<file path="src/hdl/kcc_pkg.sv">
// Shared types and constants of the keypad calculator controller.
package kcc_pkg;

    localparam int VAL_W = 25;
    localparam int ACC_W = 2 * VAL_W;
    localparam int DIV_STEPS = VAL_W;
    localparam int CNT_W = $clog2(DIV_STEPS);

    localparam logic signed [VAL_W-1:0] VAL_MAX = 25'sd9999999;
    localparam logic signed [VAL_W-1:0] VAL_MIN_ENTRY = -25'sd9999999;
    localparam logic signed [ACC_W-1:0] ACC_MAX = 50'sd9999999;
    localparam logic signed [ACC_W-1:0] ACC_MIN = -50'sd999999;
    localparam logic [1:0] CUR_MAX = 2'd3;

    // Event codes as they arrive on the input channel.
    typedef enum logic [3:0] {
        OP_DIGIT  = 4'd0,
        OP_ARITH  = 4'd1,
        OP_EQUALS = 4'd2,
        OP_CLEAR  = 4'd3,
        OP_ENTER  = 4'd4,
        OP_UP     = 4'd5,
        OP_DOWN   = 4'd6,
        OP_LEFT   = 4'd7,
        OP_RIGHT  = 4'd8
    } t_op;

    // Resolved key after the cursor grid lookup.
    typedef enum logic [3:0] {
        K_DIGIT,
        K_ARITH,
        K_EQUALS,
        K_CLEAR,
        K_UP,
        K_DOWN,
        K_LEFT,
        K_RIGHT,
        K_NONE
    } t_key;

    typedef enum logic [2:0] {
        HOLD_NONE = 3'd0,
        HOLD_ADD  = 3'd1,
        HOLD_SUB  = 3'd2,
        HOLD_MUL  = 3'd3,
        HOLD_DIV  = 3'd4
    } t_hold;

    // Datapath actions, one per microcode step.
    typedef enum logic [3:0] {
        A_NOP,
        A_DIGIT,
        A_ARITH,
        A_CLEAR,
        A_CURSOR,
        A_LOAD_SHOWN,
        A_ADD,
        A_SUB,
        A_MUL,
        A_DIV_INIT,
        A_DIV_STEP,
        A_DIV_FIX,
        A_COMMIT
    } t_alu;

    typedef struct packed {
        t_alu alu;
        logic emit;
    } t_ctrl;

    typedef struct packed {
        t_key  key;
        logic  val_ok;
        t_hold held;
    } t_status;

    typedef struct packed {
        t_hold                    held;
        logic [1:0]               col;
        logic [1:0]               row;
        logic signed [VAL_W-1:0]  display;
    } t_result;

endpackage

</file>
<file path="src/hdl/kcc_seq.sv">
// Microcode sequencer: program ROM, step counter, loop counter and jumps.
module kcc_seq
    import kcc_pkg::*;
(
    input  logic    i_clk,
    input  logic    i_rst_n,
    input  logic    i_accept,
    input  logic    i_out_free,
    input  t_status i_status,
    output t_ctrl   o_ctrl,
    output logic    o_in_ready
);

    typedef logic [3:0] t_addr;

    typedef enum logic [2:0] {
        J_NEXT,
        J_GOTO,
        J_WAIT,
        J_DISPATCH,
        J_LOOP,
        J_EMIT
    } t_jmp;

    typedef struct packed {
        t_alu  alu;
        t_jmp  jmp;
        t_addr target;
        logic  cnt_load;
    } t_uword;

    localparam t_addr ADR_WAIT     = 4'd0;
    localparam t_addr ADR_DECODE   = 4'd1;
    localparam t_addr ADR_DIGIT    = 4'd2;
    localparam t_addr ADR_ARITH    = 4'd3;
    localparam t_addr ADR_CLEAR    = 4'd4;
    localparam t_addr ADR_CURSOR   = 4'd5;
    localparam t_addr ADR_EQ_NONE  = 4'd6;
    localparam t_addr ADR_EQ_ADD   = 4'd7;
    localparam t_addr ADR_EQ_SUB   = 4'd8;
    localparam t_addr ADR_EQ_MUL   = 4'd9;
    localparam t_addr ADR_EQ_DIV   = 4'd10;
    localparam t_addr ADR_DIV_STEP = 4'd11;
    localparam t_addr ADR_DIV_FIX  = 4'd12;
    localparam t_addr ADR_COMMIT   = 4'd13;
    localparam t_addr ADR_EMIT     = 4'd14;

    function automatic t_uword urom(input t_addr a);
        t_uword w;
        w = '{alu: A_NOP, jmp: J_GOTO, target: ADR_WAIT, cnt_load: 1'b0};
        unique case (a)
            ADR_WAIT:     w = '{A_NOP,        J_WAIT,     ADR_DECODE,   1'b0};
            ADR_DECODE:   w = '{A_NOP,        J_DISPATCH, ADR_EMIT,     1'b0};
            ADR_DIGIT:    w = '{A_DIGIT,      J_GOTO,     ADR_EMIT,     1'b0};
            ADR_ARITH:    w = '{A_ARITH,      J_GOTO,     ADR_EMIT,     1'b0};
            ADR_CLEAR:    w = '{A_CLEAR,      J_GOTO,     ADR_EMIT,     1'b0};
            ADR_CURSOR:   w = '{A_CURSOR,     J_GOTO,     ADR_EMIT,     1'b0};
            ADR_EQ_NONE:  w = '{A_LOAD_SHOWN, J_GOTO,     ADR_COMMIT,   1'b0};
            ADR_EQ_ADD:   w = '{A_ADD,        J_GOTO,     ADR_COMMIT,   1'b0};
            ADR_EQ_SUB:   w = '{A_SUB,        J_GOTO,     ADR_COMMIT,   1'b0};
            ADR_EQ_MUL:   w = '{A_MUL,        J_GOTO,     ADR_COMMIT,   1'b0};
            ADR_EQ_DIV:   w = '{A_DIV_INIT,   J_NEXT,     ADR_DIV_STEP, 1'b1};
            ADR_DIV_STEP: w = '{A_DIV_STEP,   J_LOOP,     ADR_DIV_STEP, 1'b0};
            ADR_DIV_FIX:  w = '{A_DIV_FIX,    J_NEXT,     ADR_COMMIT,   1'b0};
            ADR_COMMIT:   w = '{A_COMMIT,     J_NEXT,     ADR_EMIT,     1'b0};
            ADR_EMIT:     w = '{A_NOP,        J_EMIT,     ADR_WAIT,     1'b0};
            default:      w = '{A_NOP,        J_GOTO,     ADR_WAIT,     1'b0};
        endcase
        return w;
    endfunction

    t_addr            r_pc, n_pc;
    logic [CNT_W-1:0] r_cnt, n_cnt;
    t_uword           w_word;
    t_addr            w_dispatch;

    // Entry point of the routine for the latched key.
    always_comb begin
        w_dispatch = ADR_EMIT;
        unique case (i_status.key)
            K_DIGIT:  w_dispatch = i_status.val_ok ? ADR_DIGIT : ADR_EMIT;
            K_ARITH:  w_dispatch = ADR_ARITH;
            K_CLEAR:  w_dispatch = ADR_CLEAR;
            K_UP, K_DOWN, K_LEFT, K_RIGHT: w_dispatch = ADR_CURSOR;
            K_EQUALS: begin
                unique case (i_status.held)
                    HOLD_ADD: w_dispatch = ADR_EQ_ADD;
                    HOLD_SUB: w_dispatch = ADR_EQ_SUB;
                    HOLD_MUL: w_dispatch = ADR_EQ_MUL;
                    HOLD_DIV: w_dispatch = ADR_EQ_DIV;
                    default:  w_dispatch = ADR_EQ_NONE;
                endcase
            end
            default:  w_dispatch = ADR_EMIT;
        endcase
    end

    always_comb begin
        w_word = urom(r_pc);
        n_pc = r_pc + 4'd1;
        n_cnt = r_cnt;
        o_ctrl.alu = w_word.alu;
        o_ctrl.emit = 1'b0;
        if (w_word.cnt_load) begin
            n_cnt = CNT_W'(DIV_STEPS - 1);
        end
        unique case (w_word.jmp)
            J_NEXT:     n_pc = r_pc + 4'd1;
            J_GOTO:     n_pc = w_word.target;
            J_WAIT:     n_pc = i_accept ? w_word.target : r_pc;
            J_DISPATCH: n_pc = w_dispatch;
            J_LOOP: begin
                if (r_cnt != '0) begin
                    n_pc = w_word.target;
                    n_cnt = r_cnt - CNT_W'(1);
                end else begin
                    n_pc = r_pc + 4'd1;
                end
            end
            J_EMIT: begin
                if (i_out_free) begin
                    o_ctrl.emit = 1'b1;
                    n_pc = w_word.target;
                end else begin
                    n_pc = r_pc;
                end
            end
            default:    n_pc = ADR_WAIT;
        endcase
    end

    assign o_in_ready = (r_pc == ADR_WAIT);

    always_ff @(posedge i_clk) begin
        if (!i_rst_n) begin
            r_pc <= ADR_WAIT;
            r_cnt <= '0;
        end else begin
            r_pc <= n_pc;
            r_cnt <= n_cnt;
        end
    end

endmodule

</file>
<file path="src/hdl/kcc_dp.sv">
// Calculator datapath: key decode, entry and result registers, multiplier, divider.
module kcc_dp
    import kcc_pkg::*;
(
    input  logic       i_clk,
    input  logic       i_rst_n,
    input  logic       i_accept,
    input  logic [3:0] i_op,
    input  logic [3:0] i_digit,
    input  logic [1:0] i_arith_key,
    input  t_ctrl      i_ctrl,
    output t_status    o_status,
    output t_result    o_result
);

    typedef struct packed {
        t_key       key;
        logic [3:0] val;
    } t_gkey;

    // Key under the cursor on the 4x4 grid.
    function automatic t_gkey grid_key(input logic [1:0] row, input logic [1:0] col);
        t_gkey g;
        if (col == 2'd3) begin
            g = '{key: K_ARITH, val: {2'b00, row}};
        end else if (row != 2'd3) begin
            g = '{key: K_DIGIT, val: 4'({2'b00, row} * 4'd3 + {2'b00, col} + 4'd1)};
        end else if (col == 2'd0) begin
            g = '{key: K_DIGIT, val: 4'd0};
        end else if (col == 2'd1) begin
            g = '{key: K_EQUALS, val: 4'd0};
        end else begin
            g = '{key: K_CLEAR, val: 4'd0};
        end
        return g;
    endfunction

    function automatic logic signed [ACC_W-1:0] sext(input logic signed [VAL_W-1:0] x);
        return $signed({{(ACC_W - VAL_W){x[VAL_W-1]}}, x});
    endfunction

    function automatic logic [VAL_W-1:0] mag(input logic signed [VAL_W-1:0] x);
        return x[VAL_W-1] ? VAL_W'(-x) : VAL_W'(x);
    endfunction

    logic [1:0]               r_row, r_col;
    logic signed [VAL_W-1:0]  r_entry, r_stored, r_shown;
    t_hold                    r_held;
    t_key                     r_key;
    logic [3:0]               r_val;
    logic signed [ACC_W-1:0]  r_acc;
    logic [VAL_W:0]           r_rem;
    logic [VAL_W-1:0]         r_quo, r_div;
    logic                     r_neg, r_dz;

    t_gkey                    w_in;
    logic signed [VAL_W+4:0]  w_dext, w_dnext;
    logic                     w_dok;
    logic [VAL_W:0]           w_trial;
    logic                     w_ge;
    logic [ACC_W-1:0]         w_qx;
    logic signed [ACC_W-1:0]  w_clamp;

    always_comb begin
        unique case (t_op'(i_op))
            OP_DIGIT:  w_in = '{key: K_DIGIT, val: i_digit};
            OP_ARITH:  w_in = '{key: K_ARITH, val: {2'b00, i_arith_key}};
            OP_EQUALS: w_in = '{key: K_EQUALS, val: 4'd0};
            OP_CLEAR:  w_in = '{key: K_CLEAR, val: 4'd0};
            OP_ENTER:  w_in = grid_key(r_row, r_col);
            OP_UP:     w_in = '{key: K_UP, val: 4'd0};
            OP_DOWN:   w_in = '{key: K_DOWN, val: 4'd0};
            OP_LEFT:   w_in = '{key: K_LEFT, val: 4'd0};
            OP_RIGHT:  w_in = '{key: K_RIGHT, val: 4'd0};
            default:   w_in = '{key: K_NONE, val: 4'd0};
        endcase
    end

    // Appending a digit: entry * 10 + d, kept only while inside the entry range.
    always_comb begin
        w_dext = $signed({{5{r_entry[VAL_W-1]}}, r_entry});
        w_dnext = (w_dext <<< 3) + (w_dext <<< 1) + $signed({{(VAL_W + 1){1'b0}}, r_val});
        w_dok = (w_dnext <= (VAL_W + 5)'(VAL_MAX)) && (w_dnext >= (VAL_W + 5)'(VAL_MIN_ENTRY));
    end

    // One restoring step of the unsigned magnitude division.
    always_comb begin
        w_trial = {r_rem[VAL_W-1:0], r_quo[VAL_W-1]};
        w_ge = (w_trial >= {1'b0, r_div});
        w_qx = {{(ACC_W - VAL_W){1'b0}}, r_quo};
    end

    always_comb begin
        if (r_acc > ACC_MAX) begin
            w_clamp = ACC_MAX;
        end else if (r_acc < ACC_MIN) begin
            w_clamp = ACC_MIN;
        end else begin
            w_clamp = r_acc;
        end
    end

    always_ff @(posedge i_clk) begin
        if (!i_rst_n) begin
            r_row <= '0;
            r_col <= '0;
            r_entry <= '0;
            r_stored <= '0;
            r_shown <= '0;
            r_held <= HOLD_NONE;
        end else begin
            unique case (i_ctrl.alu)
                A_DIGIT: begin
                    r_shown <= '0;
                    if (w_dok) begin
                        r_entry <= w_dnext[VAL_W-1:0];
                    end
                end
                A_ARITH: begin
                    r_stored <= r_entry;
                    r_shown <= r_entry;
                    r_entry <= '0;
                    r_held <= t_hold'(3'({1'b0, r_val[1:0]}) + 3'd1);
                end
                A_CLEAR: begin
                    r_entry <= '0;
                    r_shown <= '0;
                end
                A_CURSOR: begin
                    unique case (r_key)
                        K_UP:    if (r_row != 2'd0) r_row <= r_row - 2'd1;
                        K_DOWN:  if (r_row != CUR_MAX) r_row <= r_row + 2'd1;
                        K_LEFT:  if (r_col != 2'd0) r_col <= r_col - 2'd1;
                        K_RIGHT: if (r_col != CUR_MAX) r_col <= r_col + 2'd1;
                        default: ;
                    endcase
                end
                A_COMMIT: begin
                    r_shown <= w_clamp[VAL_W-1:0];
                    r_entry <= w_clamp[VAL_W-1:0];
                    r_held <= HOLD_NONE;
                end
                default: ;
            endcase
        end
    end

    // Latched key and scratch registers of the arithmetic routines.
    always_ff @(posedge i_clk) begin
        if (i_accept) begin
            r_key <= w_in.key;
            r_val <= w_in.val;
        end
        unique case (i_ctrl.alu)
            A_LOAD_SHOWN: r_acc <= sext(r_shown);
            A_ADD:        r_acc <= sext(r_stored) + sext(r_entry);
            A_SUB:        r_acc <= sext(r_stored) - sext(r_entry);
            A_MUL:        r_acc <= sext(r_stored) * sext(r_entry);
            A_DIV_INIT: begin
                r_quo <= mag(r_stored);
                r_div <= mag(r_entry);
                r_rem <= '0;
                r_neg <= r_stored[VAL_W-1] ^ r_entry[VAL_W-1];
                r_dz <= (r_entry == '0);
            end
            A_DIV_STEP: begin
                r_rem <= w_ge ? (w_trial - {1'b0, r_div}) : w_trial;
                r_quo <= {r_quo[VAL_W-2:0], w_ge};
            end
            A_DIV_FIX: begin
                if (r_dz) begin
                    r_acc <= '0;
                end else if (r_neg) begin
                    r_acc <= $signed(-w_qx);
                end else begin
                    r_acc <= $signed(w_qx);
                end
            end
            default: ;
        endcase
    end

    assign o_status.key = r_key;
    assign o_status.val_ok = (r_val <= 4'd9);
    assign o_status.held = r_held;

    assign o_result.display = (r_shown != '0) ? r_shown : r_entry;
    assign o_result.row = r_row;
    assign o_result.col = r_col;
    assign o_result.held = r_held;

endmodule

</file>
<file path="src/hdl/keypad_calculator_controller_unit.sv">
// Keypad calculator controller: top level with the output register.
//
// One keypad event enters on the s_axis channel (tuser carries the event code,
// tdata the digit and arithmetic key) and gives exactly one result item on the
// m_axis channel: display value, cursor row and column, and pending operator.
// The input is taken only while the sequencer waits at its first step; the
// result item is loaded into an output register, and the next event is taken
// in the cycle after that.
// After an accept the sequencer decodes the event and runs its routine before
// the emit step: an ignored or undefined event goes straight to emit; digits,
// arithmetic keys, clear, enter on those keys and cursor moves take one datapath
// step; equals with add, subtract, multiply or no operator takes the operation
// and a commit step; equals with divide takes an init step, the one-bit-per-cycle
// divider running 25 steps in a microcode loop, a sign fix and a commit step.
// A synchronous reset clears the cursor, the entry, stored and shown values, the
// pending operator and m_axis_tvalid. While the receiver stalls, the result item
// holds; one more event may still be taken and worked, and the sequencer then
// waits at its emit step with s_axis_tready low until the held item leaves.
module keypad_calculator_controller_unit
    import kcc_pkg::*;
(
    input  logic        i_clk,
    input  logic        i_rst_n,
    input  logic        s_axis_tvalid,
    output logic        s_axis_tready,
    input  logic [7:0]  s_axis_tdata,   // [3:0] digit, [5:4] arith_key, [7:6] zero
    input  logic [3:0]  s_axis_tuser,   // [3:0] op
    output logic        m_axis_tvalid,
    input  logic        m_axis_tready,
    output logic [31:0] m_axis_tdata    // [24:0] display_value, [26:25] cursor_row,
                                        // [28:27] cursor_col, [31:29] pending_op
);

    logic    w_accept;
    logic    w_out_free;
    logic    w_in_ready;
    t_ctrl   w_ctrl;
    t_status w_status;
    t_result w_result;

    logic        r_m_valid;
    logic [31:0] r_m_data;

    assign w_accept = s_axis_tvalid && w_in_ready;
    assign w_out_free = !r_m_valid || m_axis_tready;

    kcc_seq u_seq (
        .i_clk      (i_clk),
        .i_rst_n    (i_rst_n),
        .i_accept   (w_accept),
        .i_out_free (w_out_free),
        .i_status   (w_status),
        .o_ctrl     (w_ctrl),
        .o_in_ready (w_in_ready)
    );

    kcc_dp u_dp (
        .i_clk       (i_clk),
        .i_rst_n     (i_rst_n),
        .i_accept    (w_accept),
        .i_op        (s_axis_tuser),
        .i_digit     (s_axis_tdata[3:0]),
        .i_arith_key (s_axis_tdata[5:4]),
        .i_ctrl      (w_ctrl),
        .o_status    (w_status),
        .o_result    (w_result)
    );

    always_ff @(posedge i_clk) begin
        if (!i_rst_n) begin
            r_m_valid <= 1'b0;
        end else if (w_ctrl.emit) begin
            r_m_valid <= 1'b1;
        end else if (m_axis_tready) begin
            r_m_valid <= 1'b0;
        end
    end

    always_ff @(posedge i_clk) begin
        if (w_ctrl.emit) begin
            r_m_data <= w_result;
        end
    end

    assign s_axis_tready = w_in_ready;
    assign m_axis_tvalid = r_m_valid;
    assign m_axis_tdata = r_m_data;

endmodule

</file>
<file path="config.mk">
export PLATFORM = sky130hd
export DESIGN_NAME = keypad_calculator_controller_unit
export DESIGN_NICKNAME = d
export VERILOG_FILES = /design/src/hdl/kcc_pkg.sv /design/src/hdl/kcc_seq.sv /design/src/hdl/kcc_dp.sv /design/src/hdl/keypad_calculator_controller_unit.sv
export SDC_FILE = /design/constraint.sdc
export NUM_CORES = 2
export LEC_CHECK = 0
export ABC_AREA = 0
export BUFFER_PORTS_ARGS = -buffer_cell sky130_fd_sc_hd__clkbuf_2
export CORE_MARGIN = 5
export CORE_UTILIZATION = 68
export DETAILED_ROUTE_END_ITERATION = 10
export HOLD_SLACK_MARGIN = 0.05
export PLACE_DENSITY_LB_ADDON = 0.05
export RECOVER_POWER = 50
export SLEW_MARGIN = 20
export SYNTH_ARGS = -nofsm -noshare
export SYNTH_HDL_FRONTEND = slang
export SYNTH_HIERARCHICAL = 1
export SYNTH_SLANG_ARGS = --single-unit
</file>
<file path="constraint.sdc">
create_clock -name i_clk -period 23.4 [get_ports i_clk]
set_input_delay 4.68 -clock i_clk [delete_from_list [all_inputs] [get_ports i_clk]]
set_output_delay 4.68 -clock i_clk [all_outputs]
set_load 0.01 [all_outputs]
</file>
==> metrics.txt <==
maximum vdd drop 0.0826 mV; pin count of the biggest net entering global routing 70; HPWL Detailed 91800 um; die width 258 um; post-synth top area share 31.9%; top cells by area, synth fa_1 32%, edfxtp_1 12%, ha_1 8.7%, inv_1 7.1%, dfxtp_1 5.0%; failing checks capacitance limit, slew limit; crit path cell chain clkbuf_1 -> nand2_1 -> inv_1 -> fa_1 -> fa_1 -> inv_1 -> fa_1 -> inv_1 -> fa_1 -> fa_1 -> fa_1 -> inv_1 -> fa_1 -> inv_1 -> ha_1 -> a21o_1 -> a21o_1 -> a2111oi_0 -> a31oi_1 -> a21o_1 -> o221ai_1 -> o21ai_0 -> xnor2_1 -> o21ai_0; Die Span Y 258 um; Final WS setup 13.65 ns; clk sinks 271; P&R area growth vs syn 4.29%; leading cell type by number of instances after synthesis inv_1; Num CTS Buffers 29; CTS tree built; top post-synthesis cells by count 792 x inv_1, 665 x fa_1, 535 x nand2_1; Max transition margin -131%; post-synthesis cell area 0.0417 mm^2; post-synthesis register bit count 271; layout cells sized above 1 4.67%; met3 usage 7.64%; Worst EP required 23.68 ns; RSZ-0062 raised after global routing false; most numerous cell on the critical path fa_1; initial antenna violation count 2; via count 33.4k; Clk Latency, worst-skew pair 0.58 ns; Cells after Synth 4634; nets@finish 5512; maxcap violations 8; CP Buf/Inv Count 6; worst-path maximum fanout 28; hold buffers post-CTS 0; crit path DAT 10.03 ns; Worst Max-Slew Pin Slew 3.46 ns; detailed-route vias per instance 6.24; Detailed Routing Iterations Pass 1 11; drt wl/cell 22.7 um; post-place setup slack 13.91 ns; number of setup buffers added after CTS 0; CP Capture Type register; first-pass GRT wire length 192000 um; Syn Area/Cell 9.00 um^2; asr flop ratio synth 0%; post-CTS sizing 0; Yosys Warn Count 6; crit path time final 9.75 ns; gpl congestion 0.999; WL final 121000 um; DRT iter0 DRCs 3399; H-tree levels 1; Root Driver clkbuf_16; gr ovfl total 0; clock transition at the registers of the reported paths 0.07 ns; LEAKAGE 21.3 nW; num ports 50; ANT nets after route 0; crit share post-route 41.7%; Slew Viols, Final 291; Setup CP Type register to register; count of final hold-check violations 0; predominant post-synthesis flop cell edfxtp_1; GRT Total Usage 36.8%; Max Root-Sink Buffers 3; Port Buf Inserts 47; slowest cell on the critical path clkbuf_1; setup violators final 0; register area share after synthesis 17.0%; met1 Use GR 50.5%; core area 0.0606 mm^2; number of synthesized flops with an enable pin 167; worst min-delay path class register to register; hold_ws 0.466 ns; largest area contributor in the netlist fa_1; syn nets 5605; startpoint types register; post-layout util 71.8%; f_max 103 MHz; Power per Cell Area 52.6 mW/mm^2; initial core utilization 68.9%; Die ar. 0.0664 mm^2; dpl cells 5292; synth unique cells 104; CP delay by family, top adder cells; fin cells 5346; DRC violation count after routing 0; GR Util met2 58.5%; GRT busiest layer met2; crit-path max cell delay 1.28 ns; status finished with violations; vias in the first global route 34.0k; FP Rows 90; Setup TNS 0 ns; Clock Skew 0.0199 ns
layout make-up:
cell class / instances / area (um^2)
diodes: 1 / 2.50
clock buffers: 35 / 790
clock inverters: 18 / 208
fillers: 4713 / 17100
inverters: 795 / 2980
multi-input cells: 3322 / 30700
flip-flops and latches: 271 / 7100
well taps: 782 / 978
repair buffers: 122 / 753
placed cells by master, fill, tap and decap left out, types with 8 or more instances in the layout:
cell	synthesis	layout
nor3_1	39	37
o22ai_1	9	9
o41ai_1	15	15
nor4_1	34	33
inv_1	792	792
o21bai_1	21	21
o21ai_0	174	175
fa_1	665	665
or3_1	20	20
a211oi_1	22	22
nand4_1	26	26
nand2_1	535	535
xnor2_1	130	130
and2_1	258	257
edfxtp_1	167	167
nand2b_1	39	39
o21a_1	21	21
clkbuf_2	0	48
ha_1	290	290
and3_1	16	16
a31oi_1	39	39
clkbuf_1	195	13
a21o_1	89	89
a221oi_1	13	13
mux2i_1	32	32
a222oi_1	13	13
a41oi_1	10	10
nor2_1	254	251
nor2b_1	22	22
o31ai_1	27	27
a21oi_1	209	209
nand3_1	48	48
or2_2	8	8
o2bb2ai_1	10	10
xor2_1	62	62
clkbuf_16	0	29
dfxtp_1	104	102
o211ai_1	10	10
a21boi_0	12	12
buf_4	7	63
worst paths after layout:
check        depth (start not counted)  slack, ns          endpoint              from
max                                 24      13.65    u_dp/r_acc[49]   u_dp/r_entry[1]
min                                  2       0.47  u_dp/r_stored[6]  u_dp/r_stored[6]
max reg2reg                         24      13.65    u_dp/r_acc[49]   u_dp/r_entry[1]
min reg2reg                          2       0.47  u_dp/r_stored[6]  u_dp/r_stored[6]
per-layer routing:
| layer | vias up | part of all wire (%) |
|---|---|---|
| li1 | 14700 | - |
| met1 | 16500 | 39 |
| met2 | 1780 | 45 |
| met3 | 383 | 11 |
| met4 | 2 | 5.1 |
| met5 | - | 0.012 |
metrics by stage:
step,total power [mW],instance area [um^2]
2_1_floorplan,1.44,41700
3_3_place_gp,1.75,42600
3_5_place_dp,1.76,42600
4_1_cts,2.26,43600
5_1_grt,2.40,43500
6_report,2.29,43500
where the power goes:
group	leakage, nW	total, mW	internal [mW]	switching, mW
clock network	0.499	0.492	0.285	0.207
logic	18.4	1.06	0.343	0.713
registers	2.41	0.740	0.637	0.103
sequential cells by signal (all words and copies together) (netlist names):
register       count
u_seq/r_cnt        5
u_dp/r_entry      25
u_dp/r_rem        25
u_dp/r_key         4
u_dp/r_dz          1
u_dp/r_col         2
u_dp/r_neg         1
u_dp/r_held        3
u_dp/r_shown      25
u_dp/r_quo        25
u_dp/r_stored     25
m_axis_tvalid      1
u_dp/r_div        25
u_dp/r_row         2
u_seq/r_pc         4
u_seq/w_word      12
m_axis_tdata      32
u_dp/r_acc        50
u_dp/r_val         4
cell families after synthesis:
kind of cell | after synthesis | share of synthesized area [%]
simple gates | 1342 | 15.4
buf+inv | 1041 | 9.51
flops | 271 | 17.0
compound gates | 797 | 12.6
fa+ha+maj | 955 | 40.6
xor+xnor | 192 | 4.03
mux | 36 | 0.882
tightest hold or removal path, delay by kind of cell, from the launching register on:
| kind | cells | cell delay (ns) |
|---|---|---|
| simple gates | 1 | 0.05 |
| flops | 1 | 0.31 |
| compound gates | 1 | 0.06 |
No activity file was read; power rests on OpenSTA's default activity.
